`src/rtl/tdm_pkg.sv`:
```
`timescale 1ns / 1ps
// Shared types, sizes and codes for the table-driven automaton matcher.
package tdm_pkg;

	localparam int NUM_STATES  = 16;
	localparam int SYMBOL_BITS = 8;
	localparam int NUM_SYMBOLS = 1 << SYMBOL_BITS;
	localparam int STATE_BITS  = $clog2(NUM_STATES);
	localparam int TBL_DEPTH   = NUM_STATES * NUM_SYMBOLS;
	localparam int TBL_AW      = $clog2(TBL_DEPTH);
	localparam int STATE_W     = 4;
	localparam int SYM_W       = 8;
	localparam int ENTRY_W     = STATE_W + 1;

	typedef enum logic [2:0] {
		REQ_WR_TRANS  = 3'd0,
		REQ_WR_ACCEPT = 3'd1,
		REQ_WR_ALPHA  = 3'd2,
		REQ_SYMBOL    = 3'd3,
		REQ_END       = 3'd4
	} req_t;

	typedef enum logic [1:0] {
		ERR_NONE  = 2'd0,
		ERR_ALPHA = 2'd1,
		ERR_TRANS = 2'd2
	} err_t;

	// Position of a string walk: the current state and the latched error.
	typedef struct packed {
		logic [STATE_W-1:0] state;
		err_t               err;
	} walk_t;

	// Transition table entry.
	typedef struct packed {
		logic               valid;
		logic [STATE_W-1:0] next;
	} entry_t;

	// Status of the power-up clearing sweep.
	typedef struct packed {
		logic              busy;
		logic [TBL_AW-1:0] addr;
	} clr_t;

	function automatic logic state_in_range(input logic [STATE_W-1:0] s);
		return 32'(s) < NUM_STATES;
	endfunction

	function automatic logic sym_in_range(input logic [SYM_W-1:0] s);
		return 32'(s) < NUM_SYMBOLS;
	endfunction

endpackage

```
`src/rtl/tdm_clear.sv`:
```
`timescale 1ns / 1ps
// Clearing sweep over the table memories after reset.
module tdm_clear import tdm_pkg::*; (
	input  logic clk,
	input  logic arst_n,
	output clr_t clr
);

	logic [TBL_AW:0] cnt_q;

	always_ff @(posedge clk or negedge arst_n) begin
		if (!arst_n) begin
			cnt_q <= '0;
		end else if (!cnt_q[TBL_AW]) begin
			cnt_q <= cnt_q + 1'b1;
		end
	end

	assign clr.busy = !cnt_q[TBL_AW];
	assign clr.addr = cnt_q[TBL_AW-1:0];

endmodule

```
`config.mk`:
```
export PLATFORM = sky130hd
export DESIGN_NAME = tdm_clear
export DESIGN_NICKNAME = d
export VERILOG_FILES = /design/src/rtl/tdm_pkg.sv /design/src/rtl/tdm_clear.sv
export SDC_FILE = /design/constraint.sdc
export NUM_CORES = 1
export LEC_CHECK = 0
export BUFFER_PORTS_ARGS = -buffer_cell sky130_fd_sc_hd__buf_2
export CAP_MARGIN = 20
export CORE_AREA = 2 2 39 41
export CTS_CLUSTER_SIZE = 40
export DETAILED_ROUTE_END_ITERATION = 10
export DIE_AREA = 0 0 41 43
export GPL_TIMING_DRIVEN = 1
export PLACE_DENSITY = 0.82
export REMOVE_ABC_BUFFERS = 1
export SYNTH_ARGS = -nofsm -noshare
export SYNTH_HDL_FRONTEND = slang
export SYNTH_SLANG_ARGS = --single-unit
```
`constraint.sdc`:
```
create_clock -name clk -period 2.8 [get_ports clk]
set_input_delay 0 -clock clk [delete_from_list [all_inputs] [get_ports clk]]
set_output_delay 0 -clock clk [all_outputs]
set_load 0.01 [all_outputs]
```
==> metrics <==
fmax=751 MHz; total power=307 uW; Async SR Flop Fraction=1.00; CTS Buffer Depth=2; clock latency on the worst-skew pair=270 ps; largest net degree at the start of global routing=14; part of the cycle the worst path needs=0.475; pwr dens=429 nW/um^2; syn avg cell area=11.7 sq um; Slew Limit Fails=0; max-capacitance violation count=0; area delta synth->final=5.33%; remaining antenna violation count=0; DR vias/cell=5.12; DR WL met3=47 um; EDFF count, synth=0; critical path arrival=1490 ps; clock skew=3.01 ps; drt drc=0; core box area=1380 sq um; Reg2Reg Setup Slack=1470 ps; Sink Count=13; met2 routed wirelength=576 um; Area after DPL=681 sq um; first-pass GRT wire length=1.87 mm; Yosys top cell by area=dfrtp_1; drt wl/cell=13.5 um; Yosys cell types=18; n_diodes=0; Final Setup Violations=0; Post-Route WL=1.10 mm; Crit Path Max Fanout=4; DP Cell Count=76; non-filler cells, final=81; unrepaired setup endpoints after global routing=false; Crit Path Class=register to register; Post-Syn Area=681 sq um; register area share after synthesis=0.478; max FFs per register=13; Post-Syn Instances=58; highest metal layer with signal wires=met4; status=finished, final reports clean; total track usage=0.170; Die ar.=1760 sq um; Top reg by flops=cnt_q; post-CTS setup buffer count=0; Setup Total Neg Slack=0 ps; Hold Crit Class=input port to async pin; PostCTS Resize Cnt=0; most frequent cell after synthesis=dfrtp_1; Rows=14; maximum VDD drop=0.000189 V; Worst Setup Start Kind=register; Hold Vio Cnt, Final=0; antenna violations before repair=0; Critical Path RT=2960 ps; Relative slew margins=0.814; number of DRC markers in iteration 0=17; biggest regs=cnt_q x13; CTS clock-pin slew for the worst setup and hold paths=80 ps; Synth top area share=0.478; Yosys Warn Count=0; Worst-Margin Slew=279 ps; initial core utilization=0.492; Die Wd=41 um; Core Util, Final=0.518; IO Pins=15; final period demand of the worst path=1330 ps; vias=415; top_reg_cell synth=dfrtp_1; Synth top cells by count=dfrtp_1, buf_4, xnor2_1; die height=43 um; layout cells sized above 1=0.369; CTS tree=yes; total gr overflow=0; nets=69; router iterations before antenna repair=7; Placer Congestion=0.731; CTS Buf Count=3; port bufs=14; wl on met1=453 um; Synth area leaders=dfrtp_1, buf_4, xnor2_1, xor2_1, nand4b_4; Root Buffer=clkbuf_4; Worst setup EP type=register; number of global-route vias before repair=417; H-tree depth=1; fin area=717 sq um; #FFs+latches synth=13; leakage=0.000330 uW
timing repair:
| item | in CTS | in global routing |
|---|---|---|
| endpoints found under the hold margin | 13 | 0 |
| endpoints found under the setup margin | 0 | 0 |
| hold buffers | 1 | 0 |
critical path: stages (launching register included):
cell and delay [ps]:
dfrtp_1 450, ha_1 260, and3b_2 220, nor3b_2 160, xor2_1 140
layout make-up:
class	count	area [sq um]
Sequential cell	13	325
Multi-Input combinational cell	32	262
Timing Repair Buffer	15	80.1
Clock buffer	4	26.3
Fill cell	125	667
Tap cell	16	20.0
Inverter	1	3.75
power by group:
| part | leakage, uW | switching, uW | internal (uW) | total [uW] |
|---|---|---|---|---|
| Clock | 0.0000150 | 59.7 | 55.2 | 115 |
| Combinational | 0.000148 | 3.48 | 1.42 | 4.89 |
| Sequential | 0.000167 | 0 | 188 | 188 |
| Total | 0.000330 | 63.1 | 244 | 307 |
metrics by stage:
step	worst slack, ps	hold WS, ps
global placement	1510	-104
global route	1430	160
CTS	1460	130
finish	1470	131
floorplan	1490	-296
detailed placement	1480	-100
cells by family after synthesis:
logic type      after synthesis  share of synthesized area
fa+ha+maj                     1                     0.0184
xor+xnor                     11                      0.142
mux                           1                     0.0165
compound gates                1                     0.0110
flops                        13                      0.478
buf+inv                      13                      0.138
simple gates                 18                      0.197
cells in the final DEF, fill, tap and decap left out, drive strengths merged:
cell type and instances:
and3 1, and3b 1, buf 14, clkbuf 4
dfrtp 13, dlygate4sd3 1, ha 1, inv 1
mux2 1, nand2 5, nand3 2, nand4 3
nand4b 1, nor2 2, nor3 2, nor3b 1
o31ai 1, xnor2 6, xor2 5
per-layer routing:
layer	global-route usage	up-vias
met5	0	-
met4	0.140	0
met3	0.0471	2
met2	0.241	13
met1	0.203	206
li1	-	194
path summary, 6_finish.rpt:
kind,depth (start not counted),start,end
worst max-delay path,4,cnt_q[0]$_DFFE_PN0N_,cnt_q[10]$_DFFE_PN0N_
worst max register to register,4,cnt_q[0]$_DFFE_PN0N_,cnt_q[10]$_DFFE_PN0N_
max in group asynchronous,2,arst_n,cnt_q[0]$_DFFE_PN0N_
worst min register to register,1,cnt_q[11]$_DFFE_PN0N_,cnt_q[11]$_DFFE_PN0N_
worst min-delay path,2,arst_n,cnt_q[9]$_DFFE_PN0N_
min in group clk,1,cnt_q[11]$_DFFE_PN0N_,cnt_q[11]$_DFFE_PN0N_
Power figures use the tool's default switching activity.
