--- config.mk ---
export PLATFORM = sky130hd
export DESIGN_NAME = tdm_ram
export DESIGN_NICKNAME = d
export VERILOG_FILES = /design/src/rtl/tdm_ram.sv
export SDC_FILE = /design/constraint.sdc
export NUM_CORES = 2
export LEC_CHECK = 0
export BUFFER_PORTS_ARGS = -buffer_cell sky130_fd_sc_hd__buf_2
export CAP_MARGIN = 0
export CORE_ASPECT_RATIO = 0.9
export CORE_UTILIZATION = 50
export DETAILED_ROUTE_END_ITERATION = 6
export PLACE_DENSITY = 0.65
export SLEW_MARGIN = 20
export SYNTH_ARGS = -nofsm -noshare
export SYNTH_HDL_FRONTEND = slang
export SYNTH_SLANG_ARGS = --single-unit
--- constraint.sdc ---
create_clock -name clk -period 3.2 [get_ports clk]
set_input_delay 0.64 -clock clk [delete_from_list [all_inputs] [get_ports clk]]
set_output_delay 0.64 -clock clk [all_outputs]
set_load 0.02 [all_outputs]
--- src/rtl/tdm_ram.sv ---
`timescale 1ns / 1ps
// Generic single-write, single-read RAM with registered read data.
module tdm_ram #(
	parameter int WIDTH = 8,
	parameter int DEPTH = 256
) (
	input  logic                     clk,
	input  logic                     we,
	input  logic [$clog2(DEPTH)-1:0] waddr,
	input  logic [WIDTH-1:0]         wdata,
	input  logic                     re,
	input  logic [$clog2(DEPTH)-1:0] raddr,
	output logic [WIDTH-1:0]         rdata
);

	logic [WIDTH-1:0] mem [DEPTH];

	always_ff @(posedge clk) begin
		if (we) begin
			mem[waddr] <= wdata;
		end
		if (re) begin
			rdata <= mem[raddr];
		end
	end

endmodule

==> flow_metrics.env <==
export IMPL_power_frac_seq_pct=53.9
export IMPL_max_slew_margin_rel_pct=35.57
export IMPL_power_density_nw_per_um2=594.7
export IMPL_finalHoldViolCount=0
export IMPL_clk_pin_slew_ns=0.06
export IMPL_dieWidth_um=422.7
export IMPL_htreeDepth=4
export IMPL_track_usage_pct=25.30
export IMPL_cts_tree="yes"
export IMPL_crit_path_max_fanout=21
export IMPL_initial_utilization_pct=50.52
export IMPL_grt_pass1_vias=40817
export IMPL_rrSetupSlack_ns=0.37
export IMPL_post_route_min_period_ns=3.113
export IMPL_drt_wirelength_per_cell_um=30.44
export IMPL_yosysSeqAreaShare_pct=77.53
export IMPL_grt_pass1_wl_um=291100
export IMPL_grt_start_max_net_pins=102
export IMPL_p_int_mw=43.41
export IMPL_synth_top_cell_by_area="edfxtp_1"
export IMPL_hpwlAfterDp_um=130600
export IMPL_dp_cells=6269
export IMPL_port_buffers=34
export IMPL_totalPowerFinal_mw=55.19
export IMPL_antenna_left=0
export IMPL_arrival_ns=3.65
export IMPL_drc=0
export IMPL_synthArstFlopShare_pct=0
export IMPL_syn2layout_area_growth_pct=16.52
export IMPL_slew_violations=0
export IMPL_outcome="finished clean"
export IMPL_viasPerCell=6.200
export IMPL_antenna_found_initial=12
export IMPL_synthesis_nets=3760
export IMPL_overflow=0
export IMPL_cts_root_buffer="clkbuf_16"
export IMPL_peakVddDrop_v=0.0005132
export IMPL_totalWireLength_um=202000
export IMPL_gp_congestion=0.8901
export IMPL_fp_row_count=138
export IMPL_drive_above_1_share_pct=31.14
export IMPL_cts_buffers_inserted=199
export IMPL_setup_violations=0
export IMPL_clockBufferDepth=3
export IMPL_max_freq_mhz=321.3
export IMPL_fin_nets=4397
export IMPL_netlist_area_um2=79640
export IMPL_drtPass1Iterations=6
export IMPL_netSwitchingFraction_pct=21.35
export IMPL_synthTopCellsByArea="edfxtp_1, mux4_2, mux2i_1"
export IMPL_synthCells=3733
export IMPL_synth_edf_count=2056
export IMPL_worstMarginPinSlew_ns=0.9576
export IMPL_drt_initial_drc_count=5441
export IMPL_placeableCoreArea_um2=157600
export IMPL_vias=41147
export IMPL_end_kind="flop"
export IMPL_power_frac_clock_pct=40.6
export IMPL_dieArea_um2=160900
export IMPL_stdcell_count=6637
export IMPL_ys_types=54
export IMPL_fin_area_um2=92800
export IMPL_power_frac_comb_pct=5.5
export IMPL_critPathKind="input port to flop"
export IMPL_clk_latency_ns=0.85
export IMPL_power_switching_mw=11.78
export IMPL_startpoint_type="input port"
export IMPL_grt_setup_unrepaired="no"
export IMPL_ioPinCount=35
export IMPL_leakagePower_nw=29.93
export IMPL_finalClockSkew_ns=0.03464
export IMPL_synthFlopType="edfxtp_1"
export IMPL_cap_violations=0
export IMPL_postPlaceCellArea_um2=86590
export IMPL_netlist_area_leader_share_pct=77.53
export IMPL_fp_dieH_um=380.6
export IMPL_yosysWarnings=0
export IMPL_avgSynthCellArea_um2=21.33
export IMPL_cp_data_required_time_ns=3.74
export IMPL_ys_seq_elements=2056
export IMPL_period_share_pct=97.27
export IMPL_min_path_type="input port to flop"
export IMPL_cts_sinks=2056
==> per-stage QoR <==
stage / utilization (%) / setup TNS, ns / setup WS [ns] / hold WS [ns]
after detailed placement: 54.92 / -4.282 / -1.014 / 1.095
after global placement: 54.92 / -4.167 / -1.102 / 1.091
after global routing: 58.86 / 0 / 0.1166 / 0.2188
final: 58.86 / 0 / 0.08739 / 0.2538
after CTS: 58.86 / 0 / 0.1686 / 0.2082
after floorplan: - / 0 / 0.4839 / 0.7389
==> worst max-delay path, stage by stage <==
cell and delay, ns:
buf_8 0.20, buf_12 0.25, buf_12 0.25, buf_4 0.25, mux4_2 0.53, a22oi_1 0.27
a21oi_1 0.24, nor4_1 0.86, nor4_1 0.11
==> power groups by stage <==
stage / logic (mW) / clock network [mW] / registers, mW
after detailed placement: 3.01 / 0 / 30.3
after global placement: 2.98 / 0 / 30.3
after floorplan: 1.44 / 0 / 30.3
final: 3.03 / 22.4 / 29.7
after CTS: 3.02 / 22.7 / 29.7
after global routing: 3.17 / 23.8 / 29.7
==> Yosys cell counts (13+ instances only) <==
library cell,n
o221ai_1,46
mux4_2,454
mux2i_1,134
nor2_1,282
buf_4,27
a221oi_1,13
nor2b_1,31
buf_6,21
edfxtp_1,2056
nor3_1,22
o22ai_1,28
buf_1,22
buf_2,31
buf_8,13
a22oi_1,133
a211oi_1,16
nand3_1,34
nand2_1,33
nor4_1,24
clkbuf_1,111
a21oi_1,96
==> placed cells by master, fill, tap and decap left out, types with 24 or more instances in the layout <==
cell and count:
mux2i_1 134, edfxtp_1 2056, nand3_1 29, nand2_1 33, nor4_1 24, buf_4 582, nor2_1 279, mux4_2 454
buf_12 54, clkinv_2 33, a22oi_1 133, clkbuf_16 203, clkinv_1 47, clkbuf_1 55, a21oi_1 96, o22ai_1 28
nor2b_1 28, o221ai_1 46
==> per-layer routing <==
metal / global-route usage (%) / routed length (um) / part of all wire [%] / vias up
met4: 7.287 / 5702 / 2.8 / 0
met2: 37.64 / 92530 / 46 / 2238
li1: - / - / - / 17002
met3: 5.525 / 21380 / 11 / 311
met1: 37.90 / 82420 / 41 / 21596
met5: 0 / 0 / 0 / -
==> registers in the layout, indices dropped and copies added, names as in the netlist <==
| signal | flops |
|---|---|
| mem | 2048 |
| rdata | 8 |
==> worst paths after layout <==
path                            cells after the start        to   startpoint
worst min-delay path                                1  rdata[3]           re
worst max-delay path                                9  rdata[3]     raddr[0]
worst max register to register                      7  rdata[3]  mem[211][3]
worst min register to register                      5  rdata[5]  mem[154][5]
==> timing repair <==
item,4_1_cts,5_1_grt
setup buffers,0,0
hold buffers,0,0
resized for setup,1,0
setup endpoints to repair,1,0
==> cell type report <==
class	count	area [um^2]
fillers	11140	64850
flip-flops and latches	2056	61740
multi-input cells	1442	16510
repair buffers	669	5705
clock buffers	258	5286
well taps	2100	2628
clock inverters	107	910.9
inverters	2	7.507
diodes	3	7.507
==> cell families (layout without fill, tap and decap cells) <==
kind of cell / Yosys count / count (layout) / share of synthesized area [%]
DFF: 2056 / 2056 / 77.53
muxes: 591 / 591 / 14.60
and+or+nand+nor: 466 / 466 / 2.625
AOI/OAI and AO/OA: 385 / 385 / 3.416
buffers and inverters: 235 / 1036 / 1.829
other: 0 / 3 / 0
No activity file was read; power rests on OpenSTA's default activity.
