==> src/rtl/tdm_pkg.sv <==
`timescale 1ns / 1ps
// Shared types, sizes and codes for the table-driven automaton matcher.
package tdm_pkg;

	localparam int NUM_STATES  = 16;
	localparam int SYMBOL_BITS = 8;
	localparam int NUM_SYMBOLS = 1 << SYMBOL_BITS;
	localparam int STATE_BITS  = $clog2(NUM_STATES);
	localparam int TBL_DEPTH   = NUM_STATES * NUM_SYMBOLS;
	localparam int TBL_AW      = $clog2(TBL_DEPTH);
	localparam int STATE_W     = 4;
	localparam int SYM_W       = 8;
	localparam int ENTRY_W     = STATE_W + 1;

	typedef enum logic [2:0] {
		REQ_WR_TRANS  = 3'd0,
		REQ_WR_ACCEPT = 3'd1,
		REQ_WR_ALPHA  = 3'd2,
		REQ_SYMBOL    = 3'd3,
		REQ_END       = 3'd4
	} req_t;

	typedef enum logic [1:0] {
		ERR_NONE  = 2'd0,
		ERR_ALPHA = 2'd1,
		ERR_TRANS = 2'd2
	} err_t;

	// Position of a string walk: the current state and the latched error.
	typedef struct packed {
		logic [STATE_W-1:0] state;
		err_t               err;
	} walk_t;

	// Transition table entry.
	typedef struct packed {
		logic               valid;
		logic [STATE_W-1:0] next;
	} entry_t;

	// Status of the power-up clearing sweep.
	typedef struct packed {
		logic              busy;
		logic [TBL_AW-1:0] addr;
	} clr_t;

	function automatic logic state_in_range(input logic [STATE_W-1:0] s);
		return 32'(s) < NUM_STATES;
	endfunction

	function automatic logic sym_in_range(input logic [SYM_W-1:0] s);
		return 32'(s) < NUM_SYMBOLS;
	endfunction

endpackage

==> src/rtl/tdm_step.sv <==
`timescale 1ns / 1ps
// Next walk position from a registered word and the table lookups it issued.
module tdm_step import tdm_pkg::*; (
	input  logic [2:0]         req,
	input  logic               sym_ok,
	input  walk_t              walk,
	input  logic               alpha_hit,
	input  entry_t             entry,
	input  logic [STATE_W-1:0] start_state,
	output walk_t              walk_next
);

	always_comb begin
		walk_next = walk;
		case (req)
			REQ_SYMBOL: begin
				if (walk.err == ERR_NONE) begin
					if (!sym_ok || !alpha_hit) begin
						walk_next.err = ERR_ALPHA;
					end else if (!state_in_range(walk.state) || !entry.valid) begin
						walk_next.err = ERR_TRANS;
					end else begin
						walk_next.state = entry.next;
					end
				end
			end
			REQ_END: begin
				walk_next.state = start_state;
				walk_next.err   = ERR_NONE;
			end
			default: walk_next = walk;
		endcase
	end

endmodule

==> config.mk <==
export PLATFORM = sky130hd
export DESIGN_NAME = tdm_step
export DESIGN_NICKNAME = d
export VERILOG_FILES = /design/src/rtl/tdm_pkg.sv /design/src/rtl/tdm_step.sv
export SDC_FILE = /design/constraint.sdc
export NUM_CORES = 1
export LEC_CHECK = 0
export ABC_AREA = 1
export BUFFER_PORTS_ARGS = -buffer_cell sky130_fd_sc_hd__buf_2
export CAP_MARGIN = 20
export CORE_AREA = 2 2 39 41
export DETAILED_ROUTE_END_ITERATION = 10
export DIE_AREA = 0 0 41 43
export GPL_TIMING_DRIVEN = 0
export SLEW_MARGIN = 20
export SYNTH_ARGS = -nofsm -noshare
export SYNTH_HDL_FRONTEND = slang
export SYNTH_SLANG_ARGS = --single-unit
==> constraint.sdc <==
create_clock -name vclk -period 1.28
set_input_delay 0.192 -clock vclk [all_inputs]
set_output_delay 0.192 -clock vclk [all_outputs]
set_load 0.01 [all_outputs]
==> summary.txt <==
Outcome
  • Status: finished, final reports clean

Synth
  • Seq/Total Area, Yosys: 0%
  • Compound-Gate Fraction of Synth Area: 5.357%
  • Most common cell in the netlist: nand2_1
  • Syn nets: 77
  • Syn Std Cell Area: 280.3 um2
  • Largest family of logic cells by synthesized area: simple AND/OR/NAND/NOR gates
  • Top post-synthesis cells by area: nand2_1 (23%), inv_1 (17%), nand3_1 (14%)
  • Simple logic cell fraction of the synthesized area: 71.43%
  • Top cell type's share of synthesized area: 22.77%
  • Commonest cells post-synth: nand2_1 (17), inv_1 (13), nand3_1 (8)
  • Syn avg cell area: 4.917 um2
  • Syn Inst Count: 57
  • Post-synthesis mux area share: 0%
  • Synth cell types: 13
  • Count of yosys warnings during synthesis: 0
  • Adder-cell share of the synthesized area: 0%
  • Synth area leader: nand2_1
  • Synth Area in XOR/XNOR: 0%

STA
  • Final setup fails: 0
  • RSZ-0062 raised after global routing: false
  • Final worst path period share: 86.73%
  • Worst Tran Pin Value: 0.1541 ns
  • Tmin final: 1.110 ns
  • WHS: 0.7411 ns
  • Relative slew slack: 89.70%
  • Final hold violation count: 0
  • Setup_tns: 0 ns
  • Final setup margin: 0.1698 ns
  • FMAX: 900.8 MHz
  • Fin. max-slew vios: 0

Pwr
  • Switch share: 54.98%
  • Net Switching: 69.03 uW
  • Clock power frac: 0%
  • Combinational fraction of design power: 100.0%
  • Power Density: 291.7 nW/um2
  • Max VDD drop: 0.00009714 V
  • Seq pwr share: 0%
  • Final Total Pwr: 125.6 uW
  • Leakage: 0.0002890 uW
  • Pint: 56.53 uW

Placed design
  • Placed wire-length estimate: 653.9 um
  • GPL Wtd Cong: 0.7345
  • Setup WS pre-CTS: 0.1613 ns
  • IO buf count: 26
  • Placed Area: 430.4 um2

CTS
  • Hold Buf Count CTS: 0
  • Setup Fix Bufs, Post-CTS: 0
  • Post-cts sizing count: 0

Job
  • Maxcap violations: 0

Critical path
  • Crit Path Class: primary input to primary output
  • Endpoint class of the critical path: primary output
  • CP endpoint: walk_next[2]
  • CP Buf/Inv Count: 4
  • Critical path's top delay family: simple AND/OR/NAND/NOR gates
  • Crit path DAT: 0.92 ns
  • CP Launch Point: req[0]
  • Crit path cell chain: buf_2 -> nor2_2 -> nand2_4 -> clkinv_4 -> nand2_1 -> nand2_1 -> inv_1 -> nand2_1 -> buf_2
  • Startpoint Class: primary input
  • Crit path depth: 9
  • CP most frequent cell: nand2_1
  • Crit path required time: 1.09 ns
  • Slowest CP cell: nor2_2
  • Crit path max fanout: 6
  • Crit path largest cell delay: 0.14 ns

Layout
  • Clock buf count: 0
  • Antenna Cells: 0
  • Area Growth Syn to Fin: 53.57%
  • Number of fill cells in the layout: 170
  • Number of flip-flops and latches: 0
  • Design area: 430.4 um2
  • Nets: 105
  • Seq. cell area: 0 um2
  • Share of cells above drive strength 1: 40.96%

Detailed routing
  • Routed length per instance: 7.455 um
  • 1st-iter DRT viols: 4
  • Detail Route Antenna Nets: 0
  • TritonRoute pass-1 iters: 2
  • Drt total wl: 738 um
  • DRC errors left: 0
  • Vias: 401
  • Routed vias/inst: 4.051

Floorplanning
  • I/O pin cnt: 26
  • Core area: 1384 um2
  • Initial core utilization: 20.25%
  • Num rows: 14
  • Die area: 1763 um2
  • Die Height: 43 um
  • Die W: 41 um

Global routing
  • Largest net degree at the start of global routing: 8
  • Initial antenna violation count: 0
  • GR Overflow Total: 0
  • Gr usage total: 8.292%
  • Vias in the first global route: 298
  • First-pass GRT wire length: 1138 um

Worst hold path
  • Worst hold-check path type: primary input to primary output
## placed cells by master, fill, tap and decap left out, drive strengths merged
master / n
a21oi: 3
buf: 26
clkinv: 1
inv: 15
nand2: 18
nand3: 10
nand4: 4
nor2: 6
## routing by layer
| metal | part of all wire (%) | track usage [%] | vias to the layer above |
|---|---|---|---|
| li1 | - | - | 230 |
| met1 | 43 | 13.29 | 156 |
| met2 | 46 | 12.81 | 15 |
| met3 | 10 | 0 | 0 |
| met4 | 0 | 0 | 0 |
| met5 | 0 | 0 | - |
## metrics by stage
stage	cells	utilization (%)
after global placement	99	31.10
after detailed placement	99	31.10
final	99	31.10
after CTS	99	31.10
after floorplan	57	-
after global routing	99	31.10
## worst min-delay path by stage
stage	startpoint	endpoint	slack [ns]	cells past startpoint
after floorplan	req[2]	walk_next[0]	0.55	3
after global placement	start_state[0]	walk_next[2]	0.75	6
after detailed placement	start_state[1]	walk_next[3]	0.74	6
after CTS	start_state[1]	walk_next[3]	0.74	6
after global routing	walk[0]	walk_next[0]	0.78	4
final	start_state[1]	walk_next[3]	0.74	6
## logic make-up (layout without fill, tap and decap cells)
group,count (synthesis),in the layout
simple gates,38,38
buf+inv,16,42
compound gates,3,3
## power groups by stage
stage                     logic [uW]  clock network [uW]  registers, uW
after floorplan                 65.0                   0              0
after global placement           126                   0              0
after detailed placement         127                   0              0
after CTS                        128                   0              0
after global routing             143                   0              0
final                            126                   0              0
## worst min-delay path, stage by stage
cell and delay, ns:
buf_2 0.07, nand2_1 0.04, nand2_1 0.05, inv_1 0.03
nand2_1 0.05, buf_2 0.12
## final cells by class
| type | count | area [um2] | area share (%) |
|---|---|---|---|
| multi-input combinational | 41 | 215.2 | 50.00 |
| inverter | 16 | 65.06 | 15.12 |
| tap | 16 | 20.02 | 4.651 |
| timing repair buffer | 26 | 130.1 | 30.23 |
Note: power is estimated with default switching activity, not from simulation.
